### src/rtl/core/kfrq_pkg.sv
// Package with the beat types, operation and status codes shared by the queue modules.
`timescale 1ns / 1ps

package kfrq_pkg;

	localparam int ID_W   = 16;
	localparam int CPY_W  = 8;
	localparam int FUNC_W = 2;
	localparam int STAT_W = 3;
	localparam int POS_W  = 5;

	typedef enum logic [FUNC_W-1:0] {
		OP_ADD    = 2'd0,
		OP_REMOVE = 2'd1,
		OP_POP    = 2'd2,
		OP_QUERY  = 2'd3
	} op_t;

	typedef enum logic [STAT_W-1:0] {
		ST_OK       = 3'd0,
		ST_DUP      = 3'd1,
		ST_AVAIL    = 3'd2,
		ST_NOTFOUND = 3'd3,
		ST_EMPTY    = 3'd4,
		ST_FULL     = 3'd5
	} status_t;

	typedef enum logic [1:0] {
		CS_IDLE,
		CS_SCAN,
		CS_COMMIT
	} state_t;

	typedef struct packed {
		logic [FUNC_W-1:0] func;
		logic [ID_W-1:0]   requester_id;
		logic [CPY_W-1:0]  copies_available;
	} req_beat_t;

	typedef struct packed {
		logic [STAT_W-1:0] status;
		logic [ID_W-1:0]   popped_id;
		logic [POS_W-1:0]  position;
		logic              is_member;
		logic [POS_W-1:0]  occupancy;
	} rsp_beat_t;

	// Controller to datapath.
	typedef struct packed {
		logic load;
		logic scan;
		logic commit;
	} cmd_t;

	// Datapath to controller.
	typedef struct packed {
		logic scan_done;
		logic out_free;
	} sts_t;

endpackage

### src/rtl/core/kfrq_ctrl.sv
// Controller state machine that sequences load, scan and commit of one operation.
`timescale 1ns / 1ps

module kfrq_ctrl import kfrq_pkg::*; (
	input  logic clk,
	input  logic arst_n,
	input  logic req_valid,
	output logic req_stall,
	input  sts_t sts,
	output cmd_t cmd
);

	state_t state_q;
	state_t state_nxt;

	always_ff @(posedge clk or negedge arst_n) begin
		if (!arst_n) begin
			state_q <= CS_IDLE;
		end else begin
			state_q <= state_nxt;
		end
	end

	always_comb begin
		state_nxt = state_q;
		case (state_q)
			CS_IDLE: begin
				if (req_valid) state_nxt = CS_SCAN;
			end
			CS_SCAN: begin
				if (sts.scan_done) state_nxt = CS_COMMIT;
			end
			CS_COMMIT: begin
				if (sts.out_free) state_nxt = CS_IDLE;
			end
			default: state_nxt = CS_IDLE;
		endcase
	end

	always_comb begin
		req_stall  = 1'b1;
		cmd.load   = 1'b0;
		cmd.scan   = 1'b0;
		cmd.commit = 1'b0;
		case (state_q)
			CS_IDLE: begin
				req_stall = 1'b0;
				cmd.load  = req_valid;
			end
			CS_SCAN: begin
				cmd.scan = 1'b1;
			end
			CS_COMMIT: begin
				cmd.commit = sts.out_free;
			end
			default: ;
		endcase
	end

endmodule

### src/rtl/core/kfrq_dp.sv
// Datapath with the entry memory, the scan and compaction pipeline and the result register.
`timescale 1ns / 1ps

module kfrq_dp import kfrq_pkg::*; #(
	parameter int QUEUE_DEPTH = 16
) (
	input  logic      clk,
	input  logic      arst_n,
	input  req_beat_t req,
	input  cmd_t      cmd,
	output sts_t      sts,
	output logic      rsp_valid,
	input  logic      rsp_stall,
	output rsp_beat_t rsp
);

	localparam int AW = $clog2(QUEUE_DEPTH);
	localparam int CW = $clog2(QUEUE_DEPTH + 1);
	localparam logic [CW-1:0] DEPTH_C = CW'(QUEUE_DEPTH);

	logic [ID_W-1:0] mem [QUEUE_DEPTH];

	op_t             op_q;
	logic [ID_W-1:0] id_q;
	logic            copies_zero_q;
	logic [CW-1:0]   count_q;
	logic [CW-1:0]   rd_idx_q;
	logic            found_q;
	logic [ID_W-1:0] head_q;
	logic [AW-1:0]   idx_s1;
	logic            vld_s1;
	logic [ID_W-1:0] rd_s1;
	rsp_beat_t       rsp_q;
	logic            rsp_valid_q;

	logic            shift_op;
	logic            hit;
	logic            issue;
	logic            shift_wr;
	logic            add_wr;
	logic [CW-1:0]   new_count;
	rsp_beat_t       res;

	// Remove and pop keep walking after the match to close the gap; add and
	// query stop at the first match.
	assign shift_op = (op_q == OP_REMOVE) || (op_q == OP_POP);
	assign hit      = vld_s1 && !found_q &&
		((op_q == OP_POP) ? (idx_s1 == '0) : (rd_s1 == id_q));
	assign issue    = cmd.scan && (rd_idx_q < count_q) &&
		!(!shift_op && (found_q || hit));
	assign shift_wr = cmd.scan && vld_s1 && found_q && shift_op;

	assign sts.scan_done = !vld_s1 &&
		((rd_idx_q >= count_q) || (!shift_op && found_q));
	assign sts.out_free  = !rsp_valid_q || !rsp_stall;

	always_comb begin
		res        = '0;
		res.status = ST_OK;
		new_count  = count_q;
		add_wr     = 1'b0;
		case (op_q)
			OP_ADD: begin
				res.is_member = found_q;
				if (found_q) begin
					res.status = ST_DUP;
				end else if (!copies_zero_q) begin
					res.status = ST_AVAIL;
				end else if (count_q == DEPTH_C) begin
					res.status = ST_FULL;
				end else begin
					add_wr       = cmd.commit;
					new_count    = count_q + CW'(1);
					res.position = POS_W'(new_count);
				end
			end
			OP_REMOVE: begin
				if (count_q == '0) begin
					res.status = ST_EMPTY;
				end else if (found_q) begin
					res.is_member = 1'b1;
					new_count     = count_q - CW'(1);
				end else begin
					res.status = ST_NOTFOUND;
				end
			end
			OP_POP: begin
				if (count_q == '0) begin
					res.status = ST_EMPTY;
				end else begin
					res.popped_id = head_q;
					new_count     = count_q - CW'(1);
				end
			end
			OP_QUERY: begin
				res.is_member = found_q;
			end
			default: ;
		endcase
		res.occupancy = POS_W'(new_count);
	end

	// One read and one write port; the compaction write address always trails the read.
	always_ff @(posedge clk) begin
		if (issue) begin
			rd_s1 <= mem[rd_idx_q[AW-1:0]];
		end
		if (shift_wr) begin
			mem[idx_s1 - AW'(1)] <= rd_s1;
		end else if (add_wr) begin
			mem[count_q[AW-1:0]] <= id_q;
		end
	end

	always_ff @(posedge clk) begin
		if (cmd.load) begin
			op_q          <= op_t'(req.func);
			id_q          <= req.requester_id;
			copies_zero_q <= (req.copies_available == '0);
		end
		idx_s1 <= rd_idx_q[AW-1:0];
		if (hit && (op_q == OP_POP)) begin
			head_q <= rd_s1;
		end
		if (cmd.commit) begin
			rsp_q <= res;
		end
	end

	always_ff @(posedge clk or negedge arst_n) begin
		if (!arst_n) begin
			count_q     <= '0;
			rd_idx_q    <= '0;
			found_q     <= 1'b0;
			vld_s1      <= 1'b0;
			rsp_valid_q <= 1'b0;
		end else begin
			vld_s1 <= issue;
			if (cmd.load) begin
				rd_idx_q <= '0;
				found_q  <= 1'b0;
			end else begin
				if (issue) rd_idx_q <= rd_idx_q + CW'(1);
				if (cmd.scan && hit) found_q <= 1'b1;
			end
			if (cmd.commit) begin
				count_q     <= new_count;
				rsp_valid_q <= 1'b1;
			end else if (rsp_valid_q && !rsp_stall) begin
				rsp_valid_q <= 1'b0;
			end
		end
	end

	assign rsp_valid = rsp_valid_q;
	assign rsp       = rsp_q;

	a_count_bound: assert property (@(posedge clk) disable iff (!arst_n)
		count_q <= DEPTH_C)
		else $error("queue count exceeds depth");

	a_count_only_at_commit: assert property (@(posedge clk) disable iff (!arst_n)
		!cmd.commit |=> $stable(count_q))
		else $error("queue count changed outside commit");

	a_no_result_overwrite: assert property (@(posedge clk) disable iff (!arst_n)
		cmd.commit |-> (!rsp_valid_q || !rsp_stall))
		else $error("commit while a result beat is still held");

	a_result_from_commit: assert property (@(posedge clk) disable iff (!arst_n)
		$rose(rsp_valid_q) |-> $past(cmd.commit))
		else $error("result beat raised without a commit");

	a_shift_needs_match: assert property (@(posedge clk) disable iff (!arst_n)
		shift_wr |-> (idx_s1 != '0) && !add_wr)
		else $error("compaction write without a match before it");

endmodule

### src/rtl/core/keyed_fifo_reservation_queue.sv
// Top level of the keyed FIFO reservation queue: controller plus datapath.
`timescale 1ns / 1ps

// A bounded FIFO of requester IDs waiting for one resource. Each request beat
// on the req channel carries an operation (add, remove by ID, pop head or
// membership query), an ID and the count of free copies; each one produces
// exactly one response beat on the rsp channel with a status, the popped ID,
// the new position of an added ID, a membership flag and the occupancy.
// Both channels use valid and stall; a beat moves on a clock edge where valid
// is high and stall is low.
// The block handles one operation at a time. A request beat is taken, then the
// entry memory is walked one entry per cycle over its single read port,
// compacting entries behind a removed or popped one as it goes, then a commit
// writes the response register; add or query stop early at the first match.
// The response register separates the channels: once a result is committed,
// the next request is taken even while the receiver stalls that response;
// a commit waits only if the previous response is still held.
// Asynchronous reset empties the queue and drops any pending response; the
// memory contents are not cleared, as no entry at or beyond the count is read.

module keyed_fifo_reservation_queue import kfrq_pkg::*; #(
	parameter int QUEUE_DEPTH = 16
) (
	input  logic      clk,
	input  logic      arst_n,
	input  logic      req_valid,
	output logic      req_stall,
	input  req_beat_t req,
	output logic      rsp_valid,
	input  logic      rsp_stall,
	output rsp_beat_t rsp
);

	cmd_t cmd;
	sts_t sts;

	kfrq_ctrl u_ctrl (
		.clk       (clk),
		.arst_n    (arst_n),
		.req_valid (req_valid),
		.req_stall (req_stall),
		.sts       (sts),
		.cmd       (cmd)
	);

	kfrq_dp #(
		.QUEUE_DEPTH (QUEUE_DEPTH)
	) u_dp (
		.clk       (clk),
		.arst_n    (arst_n),
		.req       (req),
		.cmd       (cmd),
		.sts       (sts),
		.rsp_valid (rsp_valid),
		.rsp_stall (rsp_stall),
		.rsp       (rsp)
	);

endmodule
### config.mk
export PLATFORM = sky130hd
export DESIGN_NAME = keyed_fifo_reservation_queue
export DESIGN_NICKNAME = d
export VERILOG_FILES = /design/src/rtl/core/kfrq_pkg.sv /design/src/rtl/core/kfrq_ctrl.sv /design/src/rtl/core/kfrq_dp.sv /design/src/rtl/core/keyed_fifo_reservation_queue.sv
export SDC_FILE = /design/constraint.sdc
export NUM_CORES = 1
export LEC_CHECK = 0
export BUFFER_PORTS_ARGS = -buffer_cell sky130_fd_sc_hd__buf_2
export CAP_MARGIN = 20
export CORE_ASPECT_RATIO = 0.5
export CORE_UTILIZATION = 55
export DETAILED_ROUTE_END_ITERATION = 10
export GPL_ROUTABILITY_DRIVEN = 0
export PLACE_DENSITY = 0.82
export SYNTH_ARGS = -nofsm -noshare
export SYNTH_HDL_FRONTEND = slang
export SYNTH_SLANG_ARGS = --single-unit
### constraint.sdc
create_clock -name clk -period 3.8 [get_ports clk]
set_clock_uncertainty 0.1 [all_clocks]
set_input_delay 0.76 -clock clk [delete_from_list [all_inputs] [get_ports clk]]
set_output_delay 0.76 -clock clk [all_outputs]
set_load 0.005 [all_outputs]
# Word-level counts from Yosys, hierarchy flattened
# Memory sizes are Yosys's and may differ from the RTL's. A register that Yosys moved wholly into a read port is not among the register bits.
# Index checks and enable logic that the tools add are counted.
[word_totals]
inputBits = 30
ff_bits = 84
output_inout_bits = 32
ramBits = 256
word_cells = 116
memories = 1
[op_classes]
mux = 44
n_lt_le_gt_ge = 2
n_reduce_logical = 36
eq_ne = 10
n_addsub = 4
bitwise_logic = 3
[memory_table]
columns = ["memory", "words", "width", "read_ports", "rd_ports_with_merged_regs", "write_ports", "line", "source"]
rows = [
  ["u_dp.mem", 16, 16, 1, 1, 1, "kfrq_dp.sv:21", "logic [ID_W-1:0] mem [QUEUE_DEPTH];"],
]
[ops]
columns = ["cell", "count"]
rows = [
  ["two-way mux 5 bit", 8],
  ["two-way mux 1 bit", 21],
  ["equality test 16 bit", 1],
  ["two-way mux 16 bit", 1],
  ["OR reduction 16 bit", 1],
  ["two-way mux 3 bit", 5],
  ["one-hot mux 5 bit (3 select lines)", 1],
  ["logical AND 1 bit", 13],
  ["adder 5 x 1 -> 5 bit, second input constant", 2],
  ["one-hot mux 3 bit (3 select lines)", 1],
  ["zero test 8 bit", 1],
  ["two-way mux 2 bit", 4],
  ["equality test 2 bit, second input constant", 3],
  ["zero test 1 bit", 6],
  ["one-hot mux 2 bit (3 select lines)", 1],
  ["nonzero test 2 bit", 3],
  ["equality test 5 bit, second input constant", 1],
  [">= comparator 5 bit", 1],
  ["zero test 5 bit", 1],
  ["< comparator 5 bit", 1],
  ["subtractor 5 x 1 -> 5 bit, second input constant", 1],
  ["equality test 2 x 1 -> 1 bit, second input constant", 2],
  ["zero test 2 bit", 2],
  ["zero test 4 bit", 1],
  ["other kinds (10)", 17],
]

# Depth between registers and ports, before layout
[depth]
ltp_word = 12
depth_mapped = 11
mapped_depth_nobuf = 8

# Cells and area by module
# Synthesis repeated with hierarchy kept, for this count alone.
[hier_totals]
cells_unflattened = 740
hier_area_um2 = 14194.9
[by_module_without_submodules]
columns = ["module", "seq_area_each_um2", "area_each_um2", "n_inst", "cells_each"]
rows = [
  ["kfrq_dp", 10525.1, 14076.0, 1, 727],
  ["kfrq_ctrl", 50.0, 118.9, 1, 13],
]

# Worst setup path before layout
# Ideal clock, no wire load.
[synth_path]
path_type = "register to register"
from = "reg u_dp.count_q[0]"
to = "mem u_dp.mem[11][0], enable pin"
period_less_slack_ps = 3547
setup_ps = 413
stages_incl_launch_ff = 10
n_path_buf = 2
t_arrival_ps = 3034
t_required_ps = 3287
setup_slack_ps = 253
path_cell_list = "dfrtp_1 -> clkbuf_1 -> inv_1 -> ha_1 -> nand4bb_1 -> nand4_2 -> buf_2 -> nor3_1 -> a31oi_1 -> nor3b_1"
[synth_between]
elab_chain_len = 10
word_cells_on_any_way = 11
cone_classes = "1 x eq/ne; 9 x mux; 1 x reduce/logical"
[synth_lines]
columns = ["element", "line", "source"]
rows = [
  ["start: declaration", "kfrq_dp.sv:26", "logic [CW-1:0] count_q;"],
  ["start signal: assignment", "kfrq_dp.sv:147", "count_q <= new_count;"],
  ["equality test 5 bit", "kfrq_dp.sv:69", "end else if (count_q == DEPTH_C) begin"],
  ["two-way mux 1 bit", "kfrq_dp.sv:69", ""],
  ["two-way mux 1 bit", "kfrq_dp.sv:67", "end else if (!copies_zero_q) begin"],
  ["two-way mux 1 bit", "kfrq_dp.sv:65", "if (found_q) begin"],
  ["two-way mux 1 bit", "kfrq_dp.sv:62", "case (op_q)"],
  ["two-way mux 1 bit", "kfrq_dp.sv:110", "end else if (add_wr) begin"],
  ["two-way mux 1 bit", "kfrq_dp.sv:108", "if (shift_wr) begin"],
  ["two-way mux 1 bit (not written as such)", "kfrq_dp.sv:111", "mem[count_q[AW-1:0]] <= id_q;"],
  ["OR reduction 16 bit (no source line)", "n/a", ""],
  ["two-way mux 4 bit (no source line) or two-way mux 1 bit (tied branches)", "n/a", ""],
  ["end: declaration", "kfrq_dp.sv:21", ""],
]
# Parallel ways exist; a longest one is shown, timed or not.

# Worst setup path after layout
[layout_path]
from = "reg u_dp.count_q[0]"
to = "mem u_dp.mem[0][15], enable pin"
# The elaborated chain is that of the path after synthesis.

==> summary.txt <==
Yosys
  – Biggest area contributors in the synthesized netlist: sky130_fd_sc_hd__edfxtp_1 (71%), sky130_fd_sc_hd__mux4_2 (13%), sky130_fd_sc_hd__dfrtp_1 (2.6%)
  – Share of synthesized area occupied by flip-flops and latches: 74.3%
  – Most area-hungry cell type in the Yosys netlist: sky130_fd_sc_hd__edfxtp_1
  – Cells after Synth: roughly 720
  – Distinct cell type count after synthesis: 55
  – Main synth FF type: sky130_fd_sc_hd__edfxtp_1
  – Number of flops mapped to enable cells by yosys: 337
  – Post-synthesis sequential element count: 356
  – Synth warn: 0
  – Async S/R FF share, synth: 4.21%
  – Share of the synthesized area in the top cell type: a little over 70%
  – Average cell area after synthesis: 19.8 um^2
  – Synth Cell Area: around 14,000 um^2
  – Net Count, Synth: about 760

GRT
  – Overall Global Routing Usage: ~25%
  – Maximum number of pins on one net before global-route repair: 69
  – Via count of the first global-routing pass: 7,218
  – Wire length of the first global-routing pass: ~47,000 um
  – Number of antenna violations at the first check in global routing: 0
  – Remaining Overflow, GRT: 0

Place
  – Number of placed instances with taps included: around 1.1k
  – Placed wire-length estimate: 20,400 um
  – IO Port Bufs: 61

Die
  – Effective utilization at floorplan: 56.3%
  – Die X: 229 um
  – Die Y: 116 um
  – Core Area: 25,300 um^2
  – Number of I/O pins: 62
  – Overall die area: about 27,000 um^2
  – Number of cell rows: 41

STA
  – Max_slew headroom: 33.3%
  – Final Max Tran Viols: 0
  – Total Negative Setup Slacks: 0 ps
  – Number of hold violations in the final report: 0
  – Worst-Margin Slew: 1000 ps
  – Setup-failing EPs final: 0
  – Portion of the clock cycle consumed by the worst path in the final layout: 87.7%
  – Final Critical Period: approximately 3300 ps
  – Unrepaired setup endpoints after global routing: no
  – Maximum achievable frequency: roughly 300 MHz

Outcome
  – Run status: finished, final reports clean

Clocking
  – Insertion delay to the later sink of the worst-skew pair: 580 ps
  – H-tree depth: 1
  – Root buffer cell: sky130_fd_sc_hd__clkbuf_16
  – Bufs on Longest Clock Path: 3
  – Post-CTS Repair Setup Buffers: 0
  – Number of clock sinks: 356
  – Clock buffers created by TritonCTS: 31
  – Post-CTS Resized: 0
  – Number of buffers inserted for hold repair after clock tree synthesis: 0
  – Clock tree from TritonCTS: yes
  – Clock-pin slew of the registers on the worst-case setup and hold paths: around 70 ps

Drt
  – Sum of routed wire length over all layers: 32,700 um
  – Overall via count from detail_route: 7,449
  – Via density: 6.32
  – Number of nets with antenna violations after detailed routing: 0
  – Routed length per instance: around 28 um
  – First-iteration detailed-routing DRC count: around 1.1k
  – Remaining design rule violation count: 0
  – 1st-pass router iterations: 7

Worst setup path
  – Number of gates on the worst path with buffers counted: 10
  – Category of the critical setup timing path: flop to flop
  – Critical path cell sequence: inv_1 > ha_1 > nand4bb_1 > nand4_2 > buf_4 > nand2_1 > o21ai_1 > nand2b_1 > nor2_1 > buf_4
  – Endpoint of the worst register-to-register path: u_dp.mem[0][15]
  – CP endpoint kind: flop
  – Longest individual stage delay on the worst path: 570 ps
  – Data required time at the worst endpoint: 3950 ps
  – Worst R2R Setup Slack: 470 ps
  – Highest fanout seen on the critical path: 24
  – Worst Path Arrival: 3480 ps
  – Worst reg-to-reg path cell count: 10
  – Crit path buf inv count: 3
  – Critical register-to-register path startpoint: u_dp.count_q[0]
  – Crit start category: flop
  – Highest-delay cell along the critical path: sky130_fd_sc_hd__dfrtp_1
  – Kind of cell adding the most delay to the critical path: simple AND/OR/NAND/NOR gates
  – Most Frequent Cell on Critical Path: sky130_fd_sc_hd__buf_4

Pwr
  – Total power density per cell area: 740 nW/um^2
  – Leak pwr: 5.30 nW
  – Peak VDD IR: 0.389 mV

Layout
  – Register Area: 10,600 um^2
  – Multi-input gate area: about 3400 um^2
  – Fraction of final layout cells sized beyond drive strength 1: 28.3%
  – Filler Cells Inserted: 1,592
  – Final net count: 854
  – Growth of design area from synthesis to finish: 12.6%
  – Non-filler instance count after layout: 1,179
  – Final antenna diode count: 0

Min path
  – Type of the tightest min-delay check: input port to async pin

Job
  – Number of violations of the max-capacitance limit: 0
==> cell usage in the layout (no fill, tap or decap), types with 14 or more instances in the layout <==
master | Yosys | final
sky130_fd_sc_hd__nand2_1 | 28 | 28
sky130_fd_sc_hd__edfxtp_1 | 337 | 337
sky130_fd_sc_hd__inv_1 | 20 | 20
sky130_fd_sc_hd__and2_1 | 16 | 16
sky130_fd_sc_hd__buf_4 | 0 | 25
sky130_fd_sc_hd__xnor2_1 | 20 | 20
sky130_fd_sc_hd__mux4_2 | 80 | 80
sky130_fd_sc_hd__nor2_1 | 36 | 36
sky130_fd_sc_hd__clkbuf_16 | 0 | 31
sky130_fd_sc_hd__buf_2 | 11 | 61
sky130_fd_sc_hd__mux2_2 | 17 | 17
sky130_fd_sc_hd__ha_1 | 14 | 14
==> power breakdown <==
part | leakage, nW | total [mW] | switching (mW) | internal (mW)
Clock | 0.476 | 3.10 | 1.38 | 1.73
Sequential | 3.27 | 5.57 | 0.386 | 5.18
Combinational | 1.55 | 3.18 | 1.93 | 1.25
==> synthesized netlist by cell type, drive strengths merged (3+ instances only) <==
cell and count:
edfxtp 337, mux4 80, nor2 36, nand2 28, inv 20, xnor2 20
buf 19, mux2 17, and2 16, dfrtp 15, ha 14, a21oi 13
clkbuf 9, nor3 8, mux2i 7, nand4 7, nor2b 7, o21ai 7
nand2b 6, nand3 6, o22ai 6, a31oi 4, dfxtp 4, o211ai 3
==> final cells by class <==
type	instances	area share [%]
clock inverters	18	1.05
clock buffers	40	5.12
multi-input cells	313	21.3
repair buffers	88	3.30
flip-flops and latches	356	66.0
well taps	344	2.69
inverters	20	0.469
==> how the worst max path moves through the flow <==
| stage | start | to | slack (ps) |
|---|---|---|---|
| 6_report | u_dp.count_q[0] | u_dp.mem[0][15] | 470 |
| 5_1_grt | u_dp.count_q[0] | u_dp.mem[0][15] | 360 |
| 4_1_cts | u_dp.count_q[0] | u_dp.mem[0][10] | 590 |
| 3_5_place_dp | u_dp.count_q[0] | u_dp.mem[0][13] | 650 |
| 3_3_place_gp | u_dp.count_q[0] | u_dp.mem[0][9] | 820 |
| 2_1_floorplan | u_dp.count_q[0] | u_dp.mem[11][0] | 250 |
==> layer usage <==
metal  part of all wire [%]  GRT usage [%]  vias to the layer above  wire (um)
met2                     47           40.1                      560      15300
met5                      0              0                        -          0
met4                    2.6           7.07                        0        841
li1                       -              -                     3074          -
met1                     39           35.0                     3740      12900
met3                     11           6.00                       75       3620
==> worst register-to-register path, delay by kind of cell, from the launching register on <==
family / cells / cell delay (ps)
AND/OR/NAND/NOR: 5 / 1100
buffers and inverters: 3 / 740
flip-flops: 1 / 570
adder cells (fa/ha/maj): 1 / 310
AO/OA/AOI/OAI: 1 / 200
==> state kept, by name, summed over array words and instances, names as in the netlist <==
name,count
u_dp.rsp_valid,1
u_dp.op_q,2
u_dp.found_q,1
u_dp.id_q,16
u_ctrl.state_q,2
u_dp.rsp,30
u_dp.vld_s1,1
u_dp.mem,256
u_dp.count_q,5
u_dp.copies_zero_q,1
u_dp.rd_idx_q,5
u_dp.head_q,16
u_dp.idx_s1,4
u_dp.rd_s1,16
==> logic make-up (layout without fill, tap and decap cells) <==
logic type	after synthesis	in the layout	share of synthesized area, %
flops	356	356	74.3
simple gates	127	127	4.63
mux	104	104	14.5
buf+inv	48	166	1.68
compound gates	46	46	2.27
xor+xnor	22	22	1.35
fa+ha+maj	14	14	1.23
==> per-stage QoR <==
step	power (mW)	utilization, %	hold WS (ps)	instance area (um^2)	setup slack [ps]
2_1_floorplan	7.61	-	268	14200	253
3_3_place_gp	8.62	59.4	387	15000	820
3_5_place_dp	8.76	59.4	387	15000	652
4_1_cts	11.8	63.4	4.46	16000	590
5_1_grt	12.2	63.4	18.5	16000	365
6_report	11.9	63.4	5.72	16000	468
(Power assumes the default switching activity.)
